`src/hdl/aho_pkg.sv`:
```
package aho_pkg;

  localparam int PHASE_BITS          = 24;
  localparam int COUNT_BITS          = 24;
  localparam int AMP_BITS            = 16;
  localparam int HCOUNT_BITS         = 4;
  localparam int SAMPLE_W            = 20;
  localparam int SINE_W              = 15;
  localparam int RECIP_W             = 16;
  localparam int CFG_IDX_W           = 3;
  localparam int CFG_DATA_W          = 24;

  localparam int MAX_HARMONICS_DEF   = 16;
  localparam int SINE_ADDR_BITS_DEF  = 10;

  localparam logic [63:0] HALF_PI_Q30 = 64'd1686629713;
  localparam logic [63:0] ONE_Q30     = 64'd1 << 30;

  typedef enum logic [CFG_IDX_W-1:0] {
    CFG_PHASE_INC    = 3'd0,
    CFG_START_PHASE  = 3'd1,
    CFG_AMPLITUDE    = 3'd2,
    CFG_HCOUNT       = 3'd3,
    CFG_WAVEFORM     = 3'd4,
    CFG_SAMPLE_COUNT = 3'd5
  } cfg_idx_t;

  typedef enum logic [1:0] {
    ST_IDLE,
    ST_RUN,
    ST_DRAIN,
    ST_PUBLISH
  } aho_state_t;

  typedef struct packed {
    logic start;    // request accepted: clear accumulator, reload on restart
    logic issue;    // push the current slot into the term pipeline
    logic publish;  // load the result register and step the run counter
  } aho_cmd_t;

  typedef struct packed {
    logic busy;     // terms still in flight
  } aho_status_t;

  // Bit-by-bit restoring division, only ever evaluated at elaboration.
  function automatic logic [63:0] udiv64(logic [63:0] num, logic [63:0] den);
    logic [63:0] q;
    logic [63:0] rem;
    q   = '0;
    rem = '0;
    for (int b = 63; b >= 0; b--) begin
      rem = {rem[62:0], num[b]};
      if (rem >= den) begin
        rem  = rem - den;
        q[b] = 1'b1;
      end
    end
    return q;
  endfunction

  // Q0.16 reciprocal of h, rounded, saturated so that h = 1 gives all ones.
  function automatic logic [RECIP_W-1:0] recip_q16(int unsigned h);
    logic [63:0] q;
    q = udiv64(64'd65536 + 64'(h >> 1), 64'(h));
    return (q > 64'd65535) ? RECIP_W'(65535) : q[RECIP_W-1:0];
  endfunction

  // Quarter-wave sine entry, Q2.30 Taylor series rounded to Q0.15.
  function automatic logic [SINE_W-1:0] sine_entry(int unsigned i, int unsigned abits);
    logic [63:0] x;
    logic [63:0] sum;
    logic [63:0] term;
    logic [63:0] v;
    x    = (HALF_PI_Q30 * (64'(i) * 64'd2 + 64'd1)) >> (abits + 1);
    sum  = x;
    term = x;
    for (int k = 1; k <= 8; k++) begin
      term = (((term * x) >> 30) * x) >> 30;
      term = udiv64(term, 64'((2 * k) * (2 * k + 1)));
      if (k % 2 == 1) begin
        sum = (term > sum) ? 64'd0 : sum - term;
      end else begin
        sum = sum + term;
      end
    end
    if (sum > ONE_Q30) begin
      sum = ONE_Q30;
    end
    v = (sum * 64'd32767 + (ONE_Q30 >> 1)) >> 30;
    return (v > 64'd32767) ? SINE_W'(32767) : v[SINE_W-1:0];
  endfunction

endpackage

```
`src/hdl/aho_ctrl.sv`:
```
module aho_ctrl #(
  parameter int MAX_HARMONICS = aho_pkg::MAX_HARMONICS_DEF,
  parameter int SLOT_BITS     = (MAX_HARMONICS > 1) ? $clog2(MAX_HARMONICS) : 1
) (
  input  logic                  clk,
  input  logic                  rst_n,
  input  logic                  in_valid,
  output logic                  in_ready,
  output logic                  out_valid,
  input  logic                  out_ready,
  input  aho_pkg::aho_status_t  status,
  output aho_pkg::aho_cmd_t     cmd,
  output logic [SLOT_BITS-1:0]  slot
);

  localparam logic [SLOT_BITS-1:0] LAST_SLOT = SLOT_BITS'(MAX_HARMONICS - 1);

  aho_pkg::aho_state_t   state_r, state_nxt;
  logic [SLOT_BITS-1:0]  slot_r, slot_nxt;
  logic                  out_valid_r, out_valid_nxt;

  always_ff @(posedge clk) begin
    if (!rst_n) begin
      state_r     <= aho_pkg::ST_IDLE;
      slot_r      <= '0;
      out_valid_r <= 1'b0;
    end else begin
      state_r     <= state_nxt;
      slot_r      <= slot_nxt;
      out_valid_r <= out_valid_nxt;
    end
  end

  always_comb begin
    state_nxt     = state_r;
    slot_nxt      = slot_r;
    out_valid_nxt = out_valid_r;
    cmd           = '0;
    in_ready      = 1'b0;
    if (out_valid_r && out_ready) begin
      out_valid_nxt = 1'b0;
    end
    case (state_r)
      aho_pkg::ST_IDLE: begin
        in_ready = 1'b1;
        if (in_valid) begin
          cmd.start = 1'b1;
          slot_nxt  = '0;
          state_nxt = aho_pkg::ST_RUN;
        end
      end
      aho_pkg::ST_RUN: begin
        // every slot advances its phase, summed or not
        cmd.issue = 1'b1;
        if (slot_r == LAST_SLOT) begin
          state_nxt = aho_pkg::ST_DRAIN;
        end else begin
          slot_nxt = slot_r + SLOT_BITS'(1);
        end
      end
      aho_pkg::ST_DRAIN: begin
        if (!status.busy) begin
          state_nxt = aho_pkg::ST_PUBLISH;
        end
      end
      aho_pkg::ST_PUBLISH: begin
        if (!out_valid_r || out_ready) begin
          cmd.publish   = 1'b1;
          out_valid_nxt = 1'b1;
          state_nxt     = aho_pkg::ST_IDLE;
        end
      end
      default: begin
        state_nxt = aho_pkg::ST_IDLE;
      end
    endcase
  end

  assign out_valid = out_valid_r;
  assign slot      = slot_r;

endmodule

```
`config.mk`:
```
export PLATFORM = sky130hd
export DESIGN_NAME = aho_ctrl
export DESIGN_NICKNAME = d
export VERILOG_FILES = /design/src/hdl/aho_pkg.sv /design/src/hdl/aho_ctrl.sv
export SDC_FILE = /design/constraint.sdc
export NUM_CORES = 1
export LEC_CHECK = 0
export BUFFER_PORTS_ARGS = -buffer_cell sky130_fd_sc_hd__clkbuf_2
export CAP_MARGIN = 10
export CORE_AREA = 2 2 39 41
export DETAILED_ROUTE_END_ITERATION = 8
export DIE_AREA = 0 0 41 43
export HOLD_SLACK_MARGIN = 0.06
export PLACE_DENSITY = 0.58
export SKIP_CTS_REPAIR_TIMING = 1
export SYNTH_ARGS = -nofsm -noshare
export SYNTH_HDL_FRONTEND = slang
export SYNTH_SLANG_ARGS = --single-unit
```
`constraint.sdc`:
```
create_clock -name clk -period 2.1 [get_ports clk]
set_input_delay 0.42 -clock clk [delete_from_list [all_inputs] [get_ports clk]]
set_output_delay 0.42 -clock clk [all_outputs]
set_load 0.05 [all_outputs]
```
==> results.yml, run 1 <==
global_route:
  grt_pass1_vias: 368
  grt_pass1_wl_um: 1500
  grt_max_degree: 12
  grt-ovfl-total: 0
  grt_usage_pct: 13.6
  antenna_found_initial: 0
final_layout:
  area_growth_pct: 24.3
  nets: 77
  final_cell_area_sq_um: 551
  layout-drive-gt1-share_pct: 24.2
  num_antenna_cells: 0
worst_setup_path:
  start_kind: "flip-flop"
  slowest_stage: "dfxtp_1"
  crit_required_ps: 1680
  cpLargestDelayFamily: "flip-flops"
  crit_type: "flip-flop to primary output"
  slowest_delay_ps: 380
  cp.buffers_inverters: 2
  reg2reg_depth: 5
  critical_path.startpoint: "state_r[0]$_SDFFE_PN0P_"
  r2r-start: "state_r[1]$_SDFFE_PN0P_"
  arrival_ps: 1380
  crit_chain: "inv_1, ha_1, and2_1, clkbuf_2"
  worstSetupEndpointType: "primary output"
  cp_max_fo: 5
  cp.depth: 4
detailed_routing:
  post_drt_via_cell_ratio: 5.26
  wl_um: 990
  routedWlPerCell_um: 12.1
  drt.antenna.violating_nets: 0
  via_count: 431
  drt-pass1-iter-count: 4
  drt_iter0_markers: 11
  drcViolationCount: 0
cts:
  clockRootBuffer: "clkbuf_4"
  h-tree-depth: 1
  clock-sinks: 7
  cts_tree: "done"
  cts_buffers: 3
  cts.path.max_buffers: 2
  path_clk_slew_ps: 50
  clk_latency_ps: 260
placed_design:
  place_area_sq_um: 524
  gp_congestion: 0.664
  dp_hpwl_um: 743
  io_buffers: 13
sta:
  finalSetupTns_ps: 0
  min_period_ps: 1800
  clock_skew_ps: 2.18
  hold_violations: 0
  rsz0062_at_grt: "false"
  finalSetupViolations: 0
  max_freq_ghz: 0.555
  slew_headroom_pct: 78.7
  finalCritPeriodShare_pct: 85.8
  tightestPinTransition_ps: 311
  finalMaxSlewViolations: 0
yosys:
  ys_ff_latch: 7
  yosys_warnings: 0
  avgSynthCellArea_sq_um: 8.86
  postSynthCellCount: 50
  yosysUniqueCellTypes: 23
  synth_nets: 60
  synth_area_leaders: "dfxtp_1 (32%), ha_1 (14%), mux2i_1 (6.8%)"
  synth_area_leader_cell: "dfxtp_1"
  synthesis.area_sq_um: 443
  synth_seq_area_share_pct: 31.6
  yosys.area.top_type_share_pct: 31.6
power:
  powerDensity_nw_per_um2: 1250
  ir_worst_vdd_uv: 830
  leakage_nw: 0.248
min_path:
  min_from: "state_r[1]$_SDFFE_PN0P_"
  hp-class: "flip-flop to flip-flop"
  hold_path_depth: 2
floorplan:
  start_util_pct: 32.0
  die_height_um: 43
  die_w_um: 41
  rows: 14
  coreArea_sq_um: 1380
  io_pins: 14
  dieArea_sq_um: 1760
job:
  cap_violations: 0
outcome:
  outcome: "finished, final reports clean"
## where the power goes
part | internal, mW | leakage (nW) | switching (mW)
Sequential | 0.157 | 0.0569 | 0.0241
Clock | 0.0728 | 0.0150 | 0.0542
Combinational | 0.116 | 0.177 | 0.265
Total | 0.346 | 0.248 | 0.343
## worst paths after layout
check,to,slack (ps)
setup / recovery,cmd[2],300
hold / removal,state_r[1]$_SDFFE_PN0P_,500
setup reg to reg,slot[2]$_SDFFE_PN0P_,500
hold reg to reg,state_r[1]$_SDFFE_PN0P_,500
## per-stage QoR
step	power [mW]	utilization [%]	cells	setup slack (ps)	hold WS, ps
after floorplan	0.494	-	50	247	468
after global placement	0.563	37.9	78	512	491
after detailed placement	0.561	37.9	78	520	498
after CTS	0.697	39.8	82	294	495
after global routing	0.743	39.8	82	200	489
final	0.689	39.8	82	298	500
## layer usage
metal  wire length (um)  vias to the layer above  part of all wire, %  GRT usage [%]
li1                   -                      217                    -              -
met1                443                      196                   45           15.2
met2                465                       16                   47           18.1
met3                 65                        2                  6.6           9.42
met4                 17                        0                  1.7           8.00
met5                  0                        -                    0              0
## synthesized netlist by cell type, drive strengths merged
cell and instances:
and3 1, nand4 2, nand2b 2, ha 5
dfxtp 7, and4 1, mux2i 3, nand3b 2
o21ai 4, o2111a 1, nand2 5, or4 1
nor2b 3, a211oi 1, a21boi 2, o21a 1
nand3 2, and2 1, inv 3, o311ai 1
clkbuf 1, o32ai 1
## area by class of cell
type                            count  area, sq um
Timing Repair Buffer               13         65.1
Fill cell                         145          833
Sequential cell                     7          140
Tap cell                           16         20.0
Multi-Input combinational cell     39          288
Clock buffer                        4         26.3
Inverter                            3         11.3
## sequential cells by signal, summed over array words and instances (netlist names)
| signal | count |
|---|---|
| state_r | 2 |
| out_valid | 1 |
| slot | 4 |
## layout by cell type, fill, tap and decap left out, drive strengths merged
cell	n
clkbuf	17
dfxtp	7
nand2	5
ha	5
o21ai	4
inv	3
nor2b	3
mux2i	3
nand2b	2
nand3b	2
nand4	2
nand3	2
a21boi	2
and2	1
and3	1
o2111a	1
and4	1
o311ai	1
o21a	1
a211oi	1
o32ai	1
or4	1
## worst reg2reg max path: cells and delay by family, from the launching register on
kind	cells	cell delay [ps]
DFF	1	370
and+or+nand+nor	1	270
buffers and inverters	1	80
adders and majority gates	1	280
AOI/OAI and AO/OA	2	480
## cell families (layout without fill, tap and decap cells)
| family | count (synthesis) | in the layout | synth area share (%) |
|---|---|---|---|
| flops | 7 | 7 | 31.6 |
| compound gates | 11 | 11 | 17.8 |
| simple gates | 20 | 20 | 26.3 |
| buf+inv | 4 | 20 | 3.39 |
| mux | 3 | 3 | 6.78 |
| fa+ha+maj | 5 | 5 | 14.1 |
No activity file was read; power rests on OpenSTA's default activity.
==> inputs of run 2 (changes only) <==
--- a/config.mk
+++ b/config.mk
@@ -5,13 +5,14 @@
 export SDC_FILE = /design/constraint.sdc
 export NUM_CORES = 1
 export LEC_CHECK = 0
+export ABC_AREA = 1
 export BUFFER_PORTS_ARGS = -buffer_cell sky130_fd_sc_hd__clkbuf_2
 export CAP_MARGIN = 10
 export CORE_AREA = 2 2 39 41
 export DETAILED_ROUTE_END_ITERATION = 8
 export DIE_AREA = 0 0 41 43
 export HOLD_SLACK_MARGIN = 0.06
-export PLACE_DENSITY = 0.58
+export PLACE_DENSITY = 0.6
 export SKIP_CTS_REPAIR_TIMING = 1
 export SYNTH_ARGS = -nofsm -noshare
 export SYNTH_HDL_FRONTEND = slang
==> constraint.sdc (replaced) <==
create_clock -name clk -period 2.1 [get_ports clk]
set_input_delay 0.105 -clock clk [delete_from_list [all_inputs] [get_ports clk]]
set_output_delay 0.105 -clock clk [all_outputs]
set_load 0.05 [all_outputs]
==> results.yml, run 2 <==
cts:
  path_clk_slew_ps: 50
  cts_tree: "done"
  cts.path.max_buffers: 2
  h-tree-depth: 1
  clk_latency_ps: 260
  cts_buffers: 3
  clockRootBuffer: "clkbuf_4"
  clock-sinks: 7
yosys:
  yosys.area.top_type_share_pct: 30.0
  synth_area_leaders: "dfxtp_1 (30%), nand2_1 (15%), ha_1 (13%)"
  synth_seq_area_share_pct: 30.0
  synthesis.area_sq_um: 467
  synth_nets: 83
  synth_edf_count: 0
  avgSynthCellArea_sq_um: 6.39
  async_flop_share_pct: 0
  synth_area_leader_cell: "dfxtp_1"
  yosysMostFrequentCell: "nand2_1"
  postSynthCellCount: 73
  ys_ff_latch: 7
  yosys_warnings: 0
  synth_common_cells: "nand2_1 (19), inv_1 (14), nor2_1 (10)"
  synthFlopType: "dfxtp_1"
  yosysUniqueCellTypes: 12
sta:
  finalSetupTns_ps: 0
  max_freq_ghz: 0.704
  min_period_ps: 1420
  tightestPinTransition_ps: 284
  timing.hold.ws_ps: 147
  finalCritPeriodShare_pct: 67.6
  slew_headroom_pct: 81.2
  finalSetupViolations: 0
  clock_skew_ps: 5.27
  rsz0062_at_grt: "false"
  hold_violations: 0
  finalMaxSlewViolations: 0
final_layout:
  finalCoreUtilization_pct: 41.8
  num_antenna_cells: 0
  fillers: 164
  layout-drive-gt1-share_pct: 20.0
  fin_cells: 106
  nets: 101
  mostFrequentLayoutCell: "nand2_1"
  area_growth_pct: 23.9
  largest_reg_flops: 4
  final_cell_mix: "nand2_1 (19), inv_1 (14), clkbuf_2 (13), nor2_1 (10)"
floorplan:
  rows: 14
  dieArea_sq_um: 1760
  die_w_um: 41
  start_util_pct: 33.7
  die_height_um: 43
  coreArea_sq_um: 1380
  io_pins: 14
placed_design:
  gp_congestion: 0.740
  placed_cells: 102
  dp_hpwl_um: 719
  io_buffers: 13
global_route:
  grt-ovfl-total: 0
  grt_max_degree: 8
  grt_usage_pct: 14.0
  antenna_found_initial: 0
  grt_pass1_vias: 392
  grt_pass1_wl_um: 1640
detailed_routing:
  drcViolationCount: 0
  drt.antenna.violating_nets: 0
  via_count: 472
  drt-pass1-iter-count: 4
  routedWlPerCell_um: 8.48
  post_drt_via_cell_ratio: 4.45
  wl_um: 899
  drt_iter0_markers: 10
worst_setup_path:
  cp_max_fo: 5
  worstSetupEndpointType: "primary output"
  crit_type: "flip-flop to primary output"
  start_kind: "flip-flop"
  arrival_ps: 1310
  reg2reg_depth: 8
  crit_required_ps: 2000
min_path:
  hp-class: "input port to flip-flop"
  hold_path_depth: 4
job:
  cap_violations: 0
outcome:
  outcome: "finished, final reports clean"
## run 2: cell types whose count changed in the layout (fill, tap and decap cells not counted), sizes merged, moves of 4 or more
cell | before | now
inv | 3 | 14
nor2 | 0 | 10
nand3 | 2 | 8
nand2 | 5 | 20
a21oi | 0 | 5
o21ai | 4 | 0
## run 2: path summary, 6_finish.rpt
| path | from | to | slack (ps) |
|---|---|---|---|
| setup / recovery | state_r[0]$_SDFFE_PN0P_ | cmd[2] | 680 |
| hold / removal | out_ready | out_valid$_SDFF_PN0_ | 150 |
| setup reg to reg | state_r[0]$_SDFFE_PN0P_ | slot[3]$_SDFFE_PN0P_ | 760 |
| hold reg to reg | out_valid$_SDFF_PN0_ | out_valid$_SDFF_PN0_ | 510 |
## run 2: cell families after synthesis
| group | Yosys count | synth area share (%) |
|---|---|---|
| fa+ha+maj | 5 | 13.4 |
| simple gates | 41 | 38.3 |
| compound gates | 6 | 6.97 |
| buf+inv | 14 | 11.3 |
| flops | 7 | 30.0 |
## run 2: routing by layer
metal / track usage [%] / wire, um
met2: 17.8 / 414
met4: 14.0 / 40
met5: 0 / 0
met3: 1.57 / 28
met1: 18.7 / 416
## run 2: layout make-up
class / instances / area [sq um] / share of cell area (%)
clock buffer: 4 / 26.3 / 4.55
inverter: 14 / 52.6 / 9.09
multi-input combinational: 52 / 274 / 47.4
sequential: 7 / 140 / 24.2
tap: 16 / 20.0 / 3.46
timing repair buffer: 13 / 65.1 / 11.3
## run 2: critical path, cell delays in order (launching register included)
cell and delay, ps:
dfxtp_1 330, inv_1 100, ha_1 250, nand2_1 70
inv_1 50, clkbuf_2 260
## run 2: through the flow
stage          setup slack [ps]  area, sq um
3_5_place_dp                779          552
5_1_grt                     581          578
3_3_place_gp                767          552
2_1_floorplan               499          467
4_1_cts                     661          578
6_report                    680          578
Power of run 2 is left out: the tool's default activity adds up to more than one toggle a clock period on the data nets, which glitch-free logic cannot reach.
==> inputs of run 3 (changes only) <==
--- a/config.mk
+++ b/config.mk
@@ -12,7 +12,7 @@
 export DETAILED_ROUTE_END_ITERATION = 8
 export DIE_AREA = 0 0 41 43
 export HOLD_SLACK_MARGIN = 0.06
-export PLACE_DENSITY = 0.6
+export PLACE_DENSITY = 0.62
 export SKIP_CTS_REPAIR_TIMING = 1
 export SYNTH_ARGS = -nofsm -noshare
 export SYNTH_HDL_FRONTEND = slang
==> constraint.sdc (replaced) <==
create_clock -name clk -period 1.3 [get_ports clk]
set_input_delay 0.065 -clock clk [delete_from_list [all_inputs] [get_ports clk]]
set_output_delay 0.065 -clock clk [all_outputs]
set_load 0.05 [all_outputs]
==> results.yml, run 3 (same netlist as run 2, synthesis figures left out) <==
final_layout:
  layout-drive-gt1-share_pct: 37.4
  seqCellArea_sq_um: 155
  nets: 102
  mostFrequentLayoutCell: "nand2_1"
  final_cell_mix: "nand2_1 (19), inv_1 (11), clkbuf_2 (11), nor2_1 (8), nand3_1 (6)"
  fillers: 143
  fin_cells: 107
  num_antenna_cells: 0
  area_growth_pct: 41.6
  largest_reg_flops: 4
  multi_input_area_sq_um: 325
sta:
  finalCritPeriodShare_pct: 96.3
  tightestPinTransition_ps: 280
  clock_skew_ps: 5.11
  min_period_ps: 1250
  max_freq_ghz: 0.799
  finalMaxSlewViolations: 0
  hold_violations: 0
  slew_headroom_pct: 81.4
  finalSetupViolations: 0
detailed_routing:
  drt.antenna.violating_nets: 0
  post_drt_via_cell_ratio: 4.58
  via_count: 490
  wl_um: 987
  routedWlPerCell_um: 9.22
  drcViolationCount: 0
  drt_iter0_markers: 7
  drt-pass1-iter-count: 4
job:
  cap_violations: 0
global_route:
  grt_usage_pct: 12.9
  grt_pass1_wl_um: 1500
  grt_max_degree: 8
  antenna_found_initial: 0
  grt-ovfl-total: 0
  grt_pass1_vias: 388
worst_setup_path:
  start_kind: "flip-flop"
  worstSetupEndpointType: "primary output"
  crit_type: "flip-flop to primary output"
  arrival_ps: 1190
  crit_required_ps: 1240
  cp_max_fo: 2
floorplan:
  die_height_um: 43
  dieArea_sq_um: 1760
  coreArea_sq_um: 1380
  rows: 14
  io_pins: 14
  die_w_um: 41
  start_util_pct: 33.7
placed_design:
  gp_congestion: 0.697
  placed_cells: 103
  io_buffers: 13
  dp_hpwl_um: 765
cts:
  h-tree-depth: 1
  clock-sinks: 7
  clockRootBuffer: "clkbuf_4"
  cts_buffers: 3
  clk_latency_ps: 250
  cts.path.max_buffers: 2
  cts_tree: "done"
  path_clk_slew_ps: 60
outcome:
  outcome: "finished, final reports clean"
min_path:
  hp-class: "input port to flip-flop"
-- run 3: per-stage QoR --
stage | TNS, ps | utilization [%] | setup slack (ps) | hold slack [ps] | cell area (sq um)
2_1_floorplan | 0 | - | 2.58 | 176 | 505
3_3_place_gp | -29.2 | 43.2 | -24.6 | 371 | 598
3_5_place_dp | -130 | 43.2 | -65.8 | 381 | 598
4_1_cts | -290 | 45.1 | -73.3 | 105 | 624
5_1_grt | -10.2 | 47.7 | -10.2 | 121 | 661
6_report | 0 | 47.7 | 47.8 | 114 | 661
-- run 3: path summary, 6_finish.rpt --
kind	start	to	slack, ps	cells past startpoint
min reg2reg	out_valid$_SDFF_PN0_	out_valid$_SDFF_PN0_	540	2
max reg2reg	state_r[1]$_SDFFE_PN0P_	state_r[0]$_SDFFE_PN0P_	60	9
max	state_r[1]$_SDFFE_PN0P_	cmd[0]	50	5
min	rst_n	slot[0]$_SDFFE_PN0P_	110	3
-- run 3: area by class of cell --
class / count / share of cell area, %
multi-input combinational: 52 / 49.2
timing repair buffer: 14 / 12.3
tap: 16 / 3.03
sequential: 7 / 23.5
inverter: 14 / 7.95
clock buffer: 4 / 3.98
-- run 3: critical path: stages, from the launching register on --
cell and delay, ps:
dfxtp_2 330, buf_4 110, ha_1 150, inv_1 60, a21oi_2 120, buf_6 170
-- run 3: metal layers --
layer,track usage [%],up-vias,part of all wire [%]
met5,0,-,0
met4,14.0,0,4.0
met3,1.57,4,2.1
met2,16.9,9,46
met1,16.3,212,48
li1,-,265,-
Power of run 3 is left out for the same reason.
